$ cat src/hw/rtl/fdpf_pkg.sv
// Package: word types, register indices and limits for the flat derivative peak finder
`timescale 1ns / 1ps
package fdpf_pkg;

  localparam int AMP_W   = 16;
  localparam int POS_W   = 24;
  localparam int HWIN_W  = 23;
  localparam int IDX_W   = 16;
  localparam int CFG_W   = 23;
  localparam int CFGI_W  = 2;

  localparam longint MAX_SAMPLES   = 65536;
  localparam longint INDEX_LIMIT_L = (MAX_SAMPLES - 1 > 65535) ? 65535 : MAX_SAMPLES - 1;
  localparam logic [IDX_W-1:0] INDEX_LIMIT = IDX_W'(INDEX_LIMIT_L);
  localparam logic [IDX_W-1:0] COUNT_MAX   = '1;

  localparam logic [AMP_W-1:0]  THRESHOLD_RESET = 16'd20;
  localparam logic [HWIN_W-1:0] HALF_WINDOW_RESET = 23'd8388607;

  typedef enum logic [CFGI_W-1:0] {
    REG_FLAT_THRESHOLD = 2'd0,
    REG_HALF_WINDOW    = 2'd1
  } cfg_reg_t;

  typedef struct packed {
    logic signed [POS_W-1:0] position;
    logic [AMP_W-1:0]        amplitude;
    logic                    end_of_curve;
  } sample_t;

  typedef struct packed {
    logic             peak_valid;
    logic [IDX_W-1:0] peak_index;
    logic [AMP_W-1:0] peak_value;
    logic [IDX_W-1:0] peak_count;
    logic             curve_done;
  } result_t;

  // Compare outcomes handed from the detector to the tracker
  typedef struct packed {
    logic flat;
    logic in_window;
    logic distinct;
  } flags_t;

endpackage

$ cat src/hw/rtl/fdpf_detect.sv
// Slope, window and duplicate compares on the previous sample
`timescale 1ns / 1ps
module fdpf_detect (
  input  logic [fdpf_pkg::AMP_W-1:0]         cur_amplitude,
  input  logic [fdpf_pkg::AMP_W-1:0]         prev_amplitude,
  input  logic signed [fdpf_pkg::POS_W-1:0]  prev_position,
  input  logic [fdpf_pkg::AMP_W-1:0]         last_kept_value,
  input  logic [fdpf_pkg::AMP_W-1:0]         flat_threshold,
  input  logic [fdpf_pkg::HWIN_W-1:0]        half_window,
  output fdpf_pkg::flags_t                   flags
);
  import fdpf_pkg::*;

  logic [AMP_W-1:0] slope_mag;
  logic [AMP_W-1:0] dup_mag;
  logic [POS_W-1:0] pos_mag;

  always_comb begin
    slope_mag = (cur_amplitude > prev_amplitude) ? cur_amplitude - prev_amplitude
                                                 : prev_amplitude - cur_amplitude;
    dup_mag   = (prev_amplitude > last_kept_value) ? prev_amplitude - last_kept_value
                                                   : last_kept_value - prev_amplitude;
    // most negative position gives 0x800000, which lies outside any window
    pos_mag   = prev_position[POS_W-1] ? POS_W'(-prev_position) : prev_position;

    flags.flat      = slope_mag < flat_threshold;
    flags.in_window = pos_mag < {1'b0, half_window};
    flags.distinct  = dup_mag > flat_threshold;
  end

endmodule

$ cat src/hw/rtl/fdpf_track.sv
// Curve state, peak decision and result register
`timescale 1ns / 1ps
module fdpf_track (
  input  logic                         clk,
  input  logic                         rst,
  input  logic                         take,
  input  fdpf_pkg::sample_t            item,
  input  logic [fdpf_pkg::AMP_W-1:0]   flat_threshold,
  input  logic [fdpf_pkg::HWIN_W-1:0]  half_window,
  output logic                         ready,
  output logic                         res_valid,
  input  logic                         res_stall,
  output fdpf_pkg::result_t            res
);
  import fdpf_pkg::*;

  logic [AMP_W-1:0]        prev_amplitude;
  logic signed [POS_W-1:0] prev_position;
  logic                    have_prev;
  logic [IDX_W-1:0]        sample_index;
  logic [AMP_W-1:0]        last_kept_value;
  logic                    any_kept;
  logic [IDX_W-1:0]        kept_count;

  flags_t           flags;
  logic             keep;
  logic [IDX_W-1:0] kept_count_next;
  logic [IDX_W-1:0] sample_index_next;
  result_t          res_next;

  fdpf_detect u_detect (
    .cur_amplitude  (item.amplitude),
    .prev_amplitude (prev_amplitude),
    .prev_position  (prev_position),
    .last_kept_value(last_kept_value),
    .flat_threshold (flat_threshold),
    .half_window    (half_window),
    .flags          (flags)
  );

  assign ready = !res_valid || !res_stall;

  always_comb begin
    keep = have_prev && flags.flat && flags.in_window && (!any_kept || flags.distinct);
    kept_count_next = (keep && kept_count != COUNT_MAX) ? kept_count + 16'd1 : kept_count;
    if (!have_prev) begin
      sample_index_next = '0;
    end else if (sample_index < INDEX_LIMIT) begin
      sample_index_next = sample_index + 16'd1;
    end else begin
      sample_index_next = INDEX_LIMIT;
    end
    res_next.peak_valid = keep;
    res_next.peak_index = keep ? sample_index : '0;
    res_next.peak_value = keep ? prev_amplitude : '0;
    res_next.peak_count = kept_count_next;
    res_next.curve_done = item.end_of_curve;
  end

  always_ff @(posedge clk) begin
    if (rst) begin
      res_valid       <= 1'b0;
      prev_amplitude  <= '0;
      prev_position   <= '0;
      have_prev       <= 1'b0;
      sample_index    <= '0;
      last_kept_value <= '0;
      any_kept        <= 1'b0;
      kept_count      <= '0;
    end else begin
      if (take) begin
        res_valid <= 1'b1;
      end else if (!res_stall) begin
        res_valid <= 1'b0;
      end
      if (take) begin
        if (item.end_of_curve) begin
          prev_amplitude  <= '0;
          prev_position   <= '0;
          have_prev       <= 1'b0;
          sample_index    <= '0;
          last_kept_value <= '0;
          any_kept        <= 1'b0;
          kept_count      <= '0;
        end else begin
          prev_amplitude <= item.amplitude;
          prev_position  <= item.position;
          have_prev      <= 1'b1;
          sample_index   <= sample_index_next;
          kept_count     <= kept_count_next;
          if (keep) begin
            last_kept_value <= prev_amplitude;
            any_kept        <= 1'b1;
          end
        end
      end
    end
  end

  always_ff @(posedge clk) begin
    if (take) begin
      res <= res_next;
    end
  end

`ifndef NO_ASSERTIONS
  a_count_on_peak: assert property (@(posedge clk) disable iff (rst)
    res_valid && res.peak_valid |-> res.peak_count != '0)
    else $error("peak reported with zero count");

  a_quiet_fields: assert property (@(posedge clk) disable iff (rst)
    res_valid && !res.peak_valid |-> res.peak_index == '0 && res.peak_value == '0)
    else $error("index or value set without a peak");

  a_curve_clear: assert property (@(posedge clk) disable iff (rst)
    take && item.end_of_curve |=> !have_prev && kept_count == '0 && !any_kept)
    else $error("curve state not cleared after end of curve");

  a_index_start: assert property (@(posedge clk) disable iff (rst)
    !have_prev |-> sample_index == '0)
    else $error("sample index set with no previous sample");

  a_kept_pair: assert property (@(posedge clk) disable iff (rst)
    !any_kept |-> kept_count == '0)
    else $error("kept count nonzero with nothing kept");
`endif

endmodule

$ cat src/hw/rtl/flat_derivative_peak_finder.sv
// Top level: input register, configuration registers and peak tracker
//
//  channel  direction  handshake              word
//  smp      in         smp_valid / smp_stall  fdpf_pkg::sample_t
//  res      out        res_valid / res_stall  fdpf_pkg::result_t
//  cfg      in         cfg_we                 cfg_index, cfg_data
//
// One word in, one word out. Each word passes the input register, then the
// compare and decision logic into the result register. A word is taken every
// cycle while the result side is not stalled. Synchronous reset clears the
// curve state and loads the register defaults. A stall on res holds the
// result register and backs up into the input register.
`timescale 1ns / 1ps
module flat_derivative_peak_finder (
  input  logic                          clk,
  input  logic                          rst,
  input  logic                          smp_valid,
  output logic                          smp_stall,
  input  fdpf_pkg::sample_t             smp,
  output logic                          res_valid,
  input  logic                          res_stall,
  output fdpf_pkg::result_t             res,
  input  logic                          cfg_we,
  input  logic [fdpf_pkg::CFGI_W-1:0]   cfg_index,
  input  logic [fdpf_pkg::CFG_W-1:0]    cfg_data
);
  import fdpf_pkg::*;

  logic               in_full;
  sample_t            in_word;
  logic               ready;
  logic               take;
  logic [AMP_W-1:0]   flat_threshold;
  logic [HWIN_W-1:0]  half_window;

  assign take      = in_full && ready;
  assign smp_stall = in_full && !ready;

  always_ff @(posedge clk) begin
    if (rst) begin
      in_full <= 1'b0;
    end else if (smp_valid && !smp_stall) begin
      in_full <= 1'b1;
    end else if (take) begin
      in_full <= 1'b0;
    end
  end

  always_ff @(posedge clk) begin
    if (smp_valid && !smp_stall) begin
      in_word <= smp;
    end
  end

  always_ff @(posedge clk) begin
    if (rst) begin
      flat_threshold <= THRESHOLD_RESET;
      half_window    <= HALF_WINDOW_RESET;
    end else if (cfg_we) begin
      case (cfg_index)
        REG_FLAT_THRESHOLD: flat_threshold <= cfg_data[AMP_W-1:0];
        REG_HALF_WINDOW:    half_window    <= cfg_data[HWIN_W-1:0];
        default: ;
      endcase
    end
  end

  fdpf_track u_track (
    .clk           (clk),
    .rst           (rst),
    .take          (take),
    .item          (in_word),
    .flat_threshold(flat_threshold),
    .half_window   (half_window),
    .ready         (ready),
    .res_valid     (res_valid),
    .res_stall     (res_stall),
    .res           (res)
  );

endmodule
$ cat config.mk
export PLATFORM = sky130hd
export DESIGN_NAME = flat_derivative_peak_finder
export DESIGN_NICKNAME = d
export VERILOG_FILES = /design/src/hw/rtl/fdpf_pkg.sv /design/src/hw/rtl/fdpf_detect.sv /design/src/hw/rtl/fdpf_track.sv /design/src/hw/rtl/flat_derivative_peak_finder.sv
export SDC_FILE = /design/constraint.sdc
export NUM_CORES = 1
export LEC_CHECK = 0
export ABC_AREA = 1
export ABC_CLOCK_PERIOD_IN_PS = 12000
export BUFFER_PORTS_ARGS = -buffer_cell sky130_fd_sc_hd__buf_2
export CORE_ASPECT_RATIO = 1.75
export CORE_MARGIN = 3
export CORE_UTILIZATION = 55
export CTS_BUF_LIST = sky130_fd_sc_hd__clkbuf_8 sky130_fd_sc_hd__clkbuf_16
export CTS_CLUSTER_SIZE = 10
export DETAILED_ROUTE_END_ITERATION = 10
export PLACE_DENSITY = 0.75
export REMOVE_ABC_BUFFERS = 1
export SETUP_SLACK_MARGIN = 0.15
export SYNTH_ARGS = -nofsm -noshare
export SYNTH_HDL_FRONTEND = slang
export SYNTH_SLANG_ARGS = --single-unit
$ cat constraint.sdc
create_clock -name clk -period 12 [get_ports clk]
set_input_delay 1.2 -clock clk [delete_from_list [all_inputs] [get_ports clk]]
set_output_delay 1.2 -clock clk [all_outputs]
set_load 0.05 [all_outputs]
* After elaboration in Yosys (flattened, before gate mapping) *
Index checks and enable logic that the tools add are counted.

word-level totals
  bits of input ports = 71
  register bits after elaboration = 222
  latch bits = 0
  output and inout bits = 52
  bits in writable memories = 0
  memories = 0
  word-level logic and storage cells = 74
  bits in read-only memories = 0

operators by class
  multiplexer cells = 19
  bitwise gates (word level) = 0
  multipliers = 0
  shift-type cells = 0
  add/sub/neg operators = 7
  reductions and logical operators = 20
  magnitude comparators = 6
  div/mod/pow operators = 0
  eq/ne operators = 3

operator list
  kind                     count
  $mux W16                 10
  $sub A16 B16 Y16         4
  $gt A16 B16 Y1           3
  $mux W24                 2
  $add A16 B1 Y16 const B  2
  $lt A24 B23 Y1           1
  $neg A24 Y24             1
  $lt A16 B16 Y1           1
  $lt A16 B16 Y1 const B   1
  $ne A16 B16 Y1 const B   1
  $logic_and A1 B1 Y1      7
  $mux W1                  7
  $reduce_and A2 Y1        3
  $logic_not A1 Y1         5
  $reduce_bool A2 Y1       2
  $eq A2 B1 Y1 const B     1
  $logic_not A2 Y1         1
  $logic_or A1 B1 Y1       2
  $ne A2 B1 Y1 const B     1

* Logic depth before layout (Yosys ltp) *
  depth after elaboration = 9
  depth in mapped cells = 32
  depth with buffers taken out = 31

* By module *
From an unflattened synthesis, not the netlist that was laid out.

unflattened totals
  cells, all modules = 2173
  area total of the unflattened synthesis = 15036.9 sq um

modules (own cells, without submodules)
  module                       instances  area each (sq um)  cells each  seq. area each (sq um)
  fdpf_detect                  1          6074.6             1172        0.0
  fdpf_track                   1          6065.8             742         3323.2
  flat_derivative_peak_finder  1          2896.5             259         2031.9

* Least setup slack after synthesis *
No wires, ideal clock.

  kind = register -> register
  start = register in_word[1] in the netlist's numbering
  end = register u_track.res[15] (netlist name)
  buffers on the path = 3
  period minus slack after synthesis = 3.899 ns
  arrival time = 3.645 ns
  path slack = 8.101 ns
  cell stages (with the launch flop) = 29
  library setup time = 0.255 ns
  required time = 11.745 ns
  cells stage by stage = edfxtp_1 > inv_1 > ha_1 > inv_1 > fa_1 > nand3_1 > nand2_1 > a21boi_2 > o21ai_1 > nand2_1 > nand3_1 > nand2_1 > buf_4 > nand2_1 > o21ai_1 > xor2_1 > inv_1 > ha_1 > a21oi_1 > nand2_1 > nand2_1 > nand3_1 > nor2_2 > nand3_2 > a21oi_2 > buf_6 > buf_6 > nand4_1 > and2_1

between the ends
  cells in the longest elaborated chain, start to end = 8
  elaborated cells between the ends (all ways) = 10
  classes of those cells = add/sub (2); order compare (2); mux (2); reduce/logical (4)

RTL lines
  item                                      RTL line                           RTL
  start: declaration                        flat_derivative_peak_finder.sv:30  sample_t in_word;
  start signal: assignment                  flat_derivative_peak_finder.sv:51  in_word <= smp;
  $sub A16 B16 Y16 (tied with other cells)  fdpf_detect.sv:20                  : prev_amplitude - cur_amplitude;
  $mux W16 (*)                              fdpf_detect.sv:19                  slope_mag = (cur_amplitude > prev_amplitude) ? cur_amplitude - prev_amplitude
  $lt A16 B16 Y1 (*)                        fdpf_detect.sv:26                  flags.flat = slope_mag < flat_threshold;
  $logic_and A1 B1 Y1 (*) (3 in a row)      fdpf_track.sv:44                   keep = have_prev && flags.flat && flags.in_window && (!any_kept || flags.distinct);
  $logic_and A1 B1 Y1 (*)                   fdpf_track.sv:45                   kept_count_next = (keep && kept_count != COUNT_MAX) ? kept_count + 16'd1 : kept_count;
  $mux W16 (*)                              fdpf_track.sv:45
  net u_track.kept_count_next[14]           fdpf_track.sv:27                   logic [IDX_W-1:0] kept_count_next;

The timed path passes the listed nets; every way through them passes the cells marked *.
A chain may end at the register's enable or synchronous reset.

* Worst setup path after layout *
  start = register u_track.prev_amplitude[1]
  end = register u_track.last_kept_value[7]

between the ends
  cells in the longest elaborated chain, start to end = 8
  elaborated cells between the ends (all ways) = 16
  classes of those cells = add/sub (4); order compare (4); mux (2); reduce/logical (6)

RTL lines
  item                                      RTL line           RTL
  start: declaration                        fdpf_track.sv:17   logic [AMP_W-1:0] prev_amplitude;
  start signal: assignment                  fdpf_track.sv:86   prev_amplitude <= item.amplitude;
  $sub A16 B16 Y16 (tied with other cells)  fdpf_detect.sv:20
  $mux W16                                  fdpf_detect.sv:19
  $lt A16 B16 Y1                            fdpf_detect.sv:26
  $logic_and A1 B1 Y1 (2 in a row)          fdpf_track.sv:44
  $logic_and A1 B1 Y1 (*)                   fdpf_track.sv:44
  $reduce_bool A2 Y1 (no source line) (*)   -
  $reduce_and A2 Y1 (no source line) (*)    -
  end signal: assignment                    fdpf_track.sv:92   last_kept_value <= prev_amplitude;
  end: declaration                          fdpf_track.sv:21   logic [AMP_W-1:0] last_kept_value;

Every way passes the cells marked *; elsewhere a longest branch is shown, timed or not.

==> qor.yml <==
drt:
  wire_per_inst_um: 16.54
  vias: 11834
  dr.pass1.iters: 5
  drt_wl_total_um: 36300
  ant_nets: 0
  viasPerCell: 5.394
  first_iter_violations: 617
  drc: 0
finish:
  drive_gt1_share_pct: 11.40
  antennaDiodeCount: 0
  final_common_cell: "nand2_1"
  nets: 2059
  area_growth_syn_to_layout_pct: 11.16
  final_cell_mix: "nand2_1, inv_1, a21oi_1, dfxtp_1, buf_2"
clock_network:
  cts_tree: "yes"
  clkTransAtPathRegs_ns: 0.06
  clkSinkCount: 222
  cts_setup_buffers: 0
  numCtsBuffers: 26
  cts_root_buf: "clkbuf_16"
  postCtsResizedCells: 0
  htree_levels: 1
  clock_latency_ns: 0.54
  clk_path_buf_depth: 3
  hold_buffers: 0
critical_path:
  critPathMaxFanout: 34
  critPathKind: "reg -> reg"
  worstPathArrival_ns: 6.56
  cp_slowest_cell: "a21oi_2"
  cpMostUsedCell: "nand2_1"
  rrSetupSlack_ns: 5.83
  critPathRequiredTime_ns: 12.39
  end_kind: "register"
  reg2reg_to: "u_track.last_kept_value[7]$_SDFFE_PP0P_"
  crit_path_start_kind: "register"
  critPathMaxStageDelay_ns: 0.71
  cp_top_family: "simple AND/OR/NAND/NOR gates"
  crit_buf_inv: 3
  reg2regPathDepth: 27
  worstReg2RegStart: "u_track.prev_amplitude[1]$_SDFFE_PP0P_"
synthesis:
  synthMuxAreaShare_pct: 0
  yosys-top-cells-area: "edfxtp_1, dfxtp_1, nand2_1"
  async_flop_share_pct: 0
  syn-cell-area_um2: 13700
  synth_top_area_share_pct: 19.94
  synth_xor_area_share_pct: 4.729
  synth_adder_area_share_pct: 11.36
  syn_inst: 1765
  ys.warnings.count: 0
  synth_top_flop_cell: "dfxtp_1"
  yosys.area_share.simple_pct: 22.65
  synth_top_family_by_area: "simple AND/OR/NAND/NOR gates"
  ys_ff_latch: 222
  synth_area_per_cell_um2: 7.765
  synth_top_area_cell: "edfxtp_1"
  synth-edff-count: 91
  synth-seq-area-share_pct: 39.08
  synth.distinct_cells: 54
  synth_compound_area_share_pct: 13.17
hold_path:
  min_to: "u_track.last_kept_value[15]$_SDFFE_PP0P_"
  hold_depth: 2
  hold_path_class: "reg -> reg"
  hp-start: "u_track.last_kept_value[15]$_SDFFE_PP0P_"
sta:
  whs_ns: 0.4621
  clock_skew_ns: 0.01328
  hold_viol: 0
  finalCriticalPeriod_ns: 6.171
  max_freq_ghz: 0.1620
  rsz0062_at_grt: "false"
  tightest_slew_ns: 1.111
  timing.final.max_slew_violations: 0
  maxSlewHeadroom_pct: 25.85
  post-route-period-util_pct: 51.43
  setup_violations: 0
  setup-tns-final_ns: 0
global_route:
  grt_usage_pct: 26.80
  grt_max_degree: 75
  gr-total-overflow: 0
  antenna_found_initial: 0
  grt_pass1_wl_um: 59590
  first_global_vias: 12078
die:
  ioPinCount: 123
  dieArea_um2: 26920
  chipWidth_um: 125.3
  die_y_um: 214.8
  floorplan.rows: 75
  initial_core_util_pct: 56.60
  core-area_um2: 24210
place:
  place.gp.congestion: 0.9650
  dpl.hpwl_um: 27540
  port_buffers: 122
power_and_ir_drop:
  ir_drop_uv: 114.4
  powerDensity_nw_per_um2: 126.9
  power.leakage_uw: 0.007025
outcome:
  outcome: "finished clean"
flow_run:
  maxCapViolCount: 0
[through the flow]
stage / instance area (um2) / worst slack [ns] / std cells / power (uW) / util [%]
6_report: 15230 / 5.829 / 2194 / 1932 / 62.92
5_1_grt: 15230 / 5.221 / 2194 / 2034 / 62.92
4_1_cts: 15230 / 5.770 / 2194 / 1948 / 62.92
3_5_place_dp: 14460 / 5.815 / 2146 / 1233 / 59.71
3_3_place_gp: 14460 / 5.925 / 2146 / 1226 / 59.71
2_1_floorplan: 13400 / 4.333 / 1710 / 1116 / -
[registers in the layout, summed over array words and instances (netlist names)]
register and count:
u_track.res 50, in_word 41, u_track.prev_position 24, half_window 23, flat_threshold 16, u_track.kept_count 16, u_track.last_kept_value 16, u_track.prev_amplitude 16
u_track.sample_index 16, in_full 1, u_track.any_kept 1, u_track.have_prev 1, u_track.res_valid 1
[routing by layer]
layer  vias up  global-route usage [%]  routed length (um)
met5         -                       0                   0
met4         0                   12.08                1623
met3       102                   2.807                1342
met2       304                   51.71               19640
met1      5486                   28.91               13690
li1       5942                       -                   -
[tightest hold or removal path: stages, from the launching register on]
cell	delay, ns
dfxtp_1	0.31
nand2_1	0.06
a21oi_1	0.05
[kinds of logic (layout without fill, tap and decap cells)]
kind of cell             count (synthesis)  after routing
AND/OR/NAND/NOR                        722            722
AO/OA/AOI/OAI                          323            323
buffers and inverters                  302            423
XOR/XNOR                                74             74
flip-flops                             222            222
adder cells (fa/ha/maj)                122            122
[final cells by class]
class / count / area, um2
multi-input cells: 1241 / 7129
well taps: 308 / 385.4
flip-flops and latches: 222 / 5355
clock inverters: 20 / 87.58
clock buffers: 28 / 689.4
fillers: 2216 / 8977
inverters: 247 / 928.4
repair buffers: 128 / 658.1
[power by group]
group	leakage (uW)	internal (uW)	switching (uW)
clock	0.000448	409	304
combinational	0.00462	130	263
sequential	0.00196	813	13.7
total	0.00703	1350	581
[worst max-delay path by stage]
stage	end	cells past startpoint	from
finish	u_track.last_kept_value[7]$_SDFFE_PP0P_	27	u_track.prev_amplitude[1]$_SDFFE_PP0P_
global route	u_track.last_kept_value[7]$_SDFFE_PP0P_	27	u_track.prev_amplitude[1]$_SDFFE_PP0P_
CTS	u_track.last_kept_value[7]$_SDFFE_PP0P_	27	u_track.prev_amplitude[1]$_SDFFE_PP0P_
detailed placement	u_track.last_kept_value[0]$_SDFFE_PP0P_	27	u_track.prev_amplitude[1]$_SDFFE_PP0P_
global placement	u_track.last_kept_value[7]$_SDFFE_PP0P_	27	u_track.prev_amplitude[1]$_SDFFE_PP0P_
floorplan	u_track.sample_index[0]$_SDFFE_PP0P_	9	res_stall
[synthesized netlist by cell type, types with 14 or more instances]
master	n
a21oi_1	179
buf_2	14
clkbuf_1	30
dfxtp_1	131
edfxtp_1	91
ha_1	118
inv_1	242
nand2_1	458
nand3_1	47
nand4_1	26
nor2_1	115
nor3_1	18
o211ai_1	27
o21ai_0	67
xor2_1	64
(Power assumes the default switching activity.)
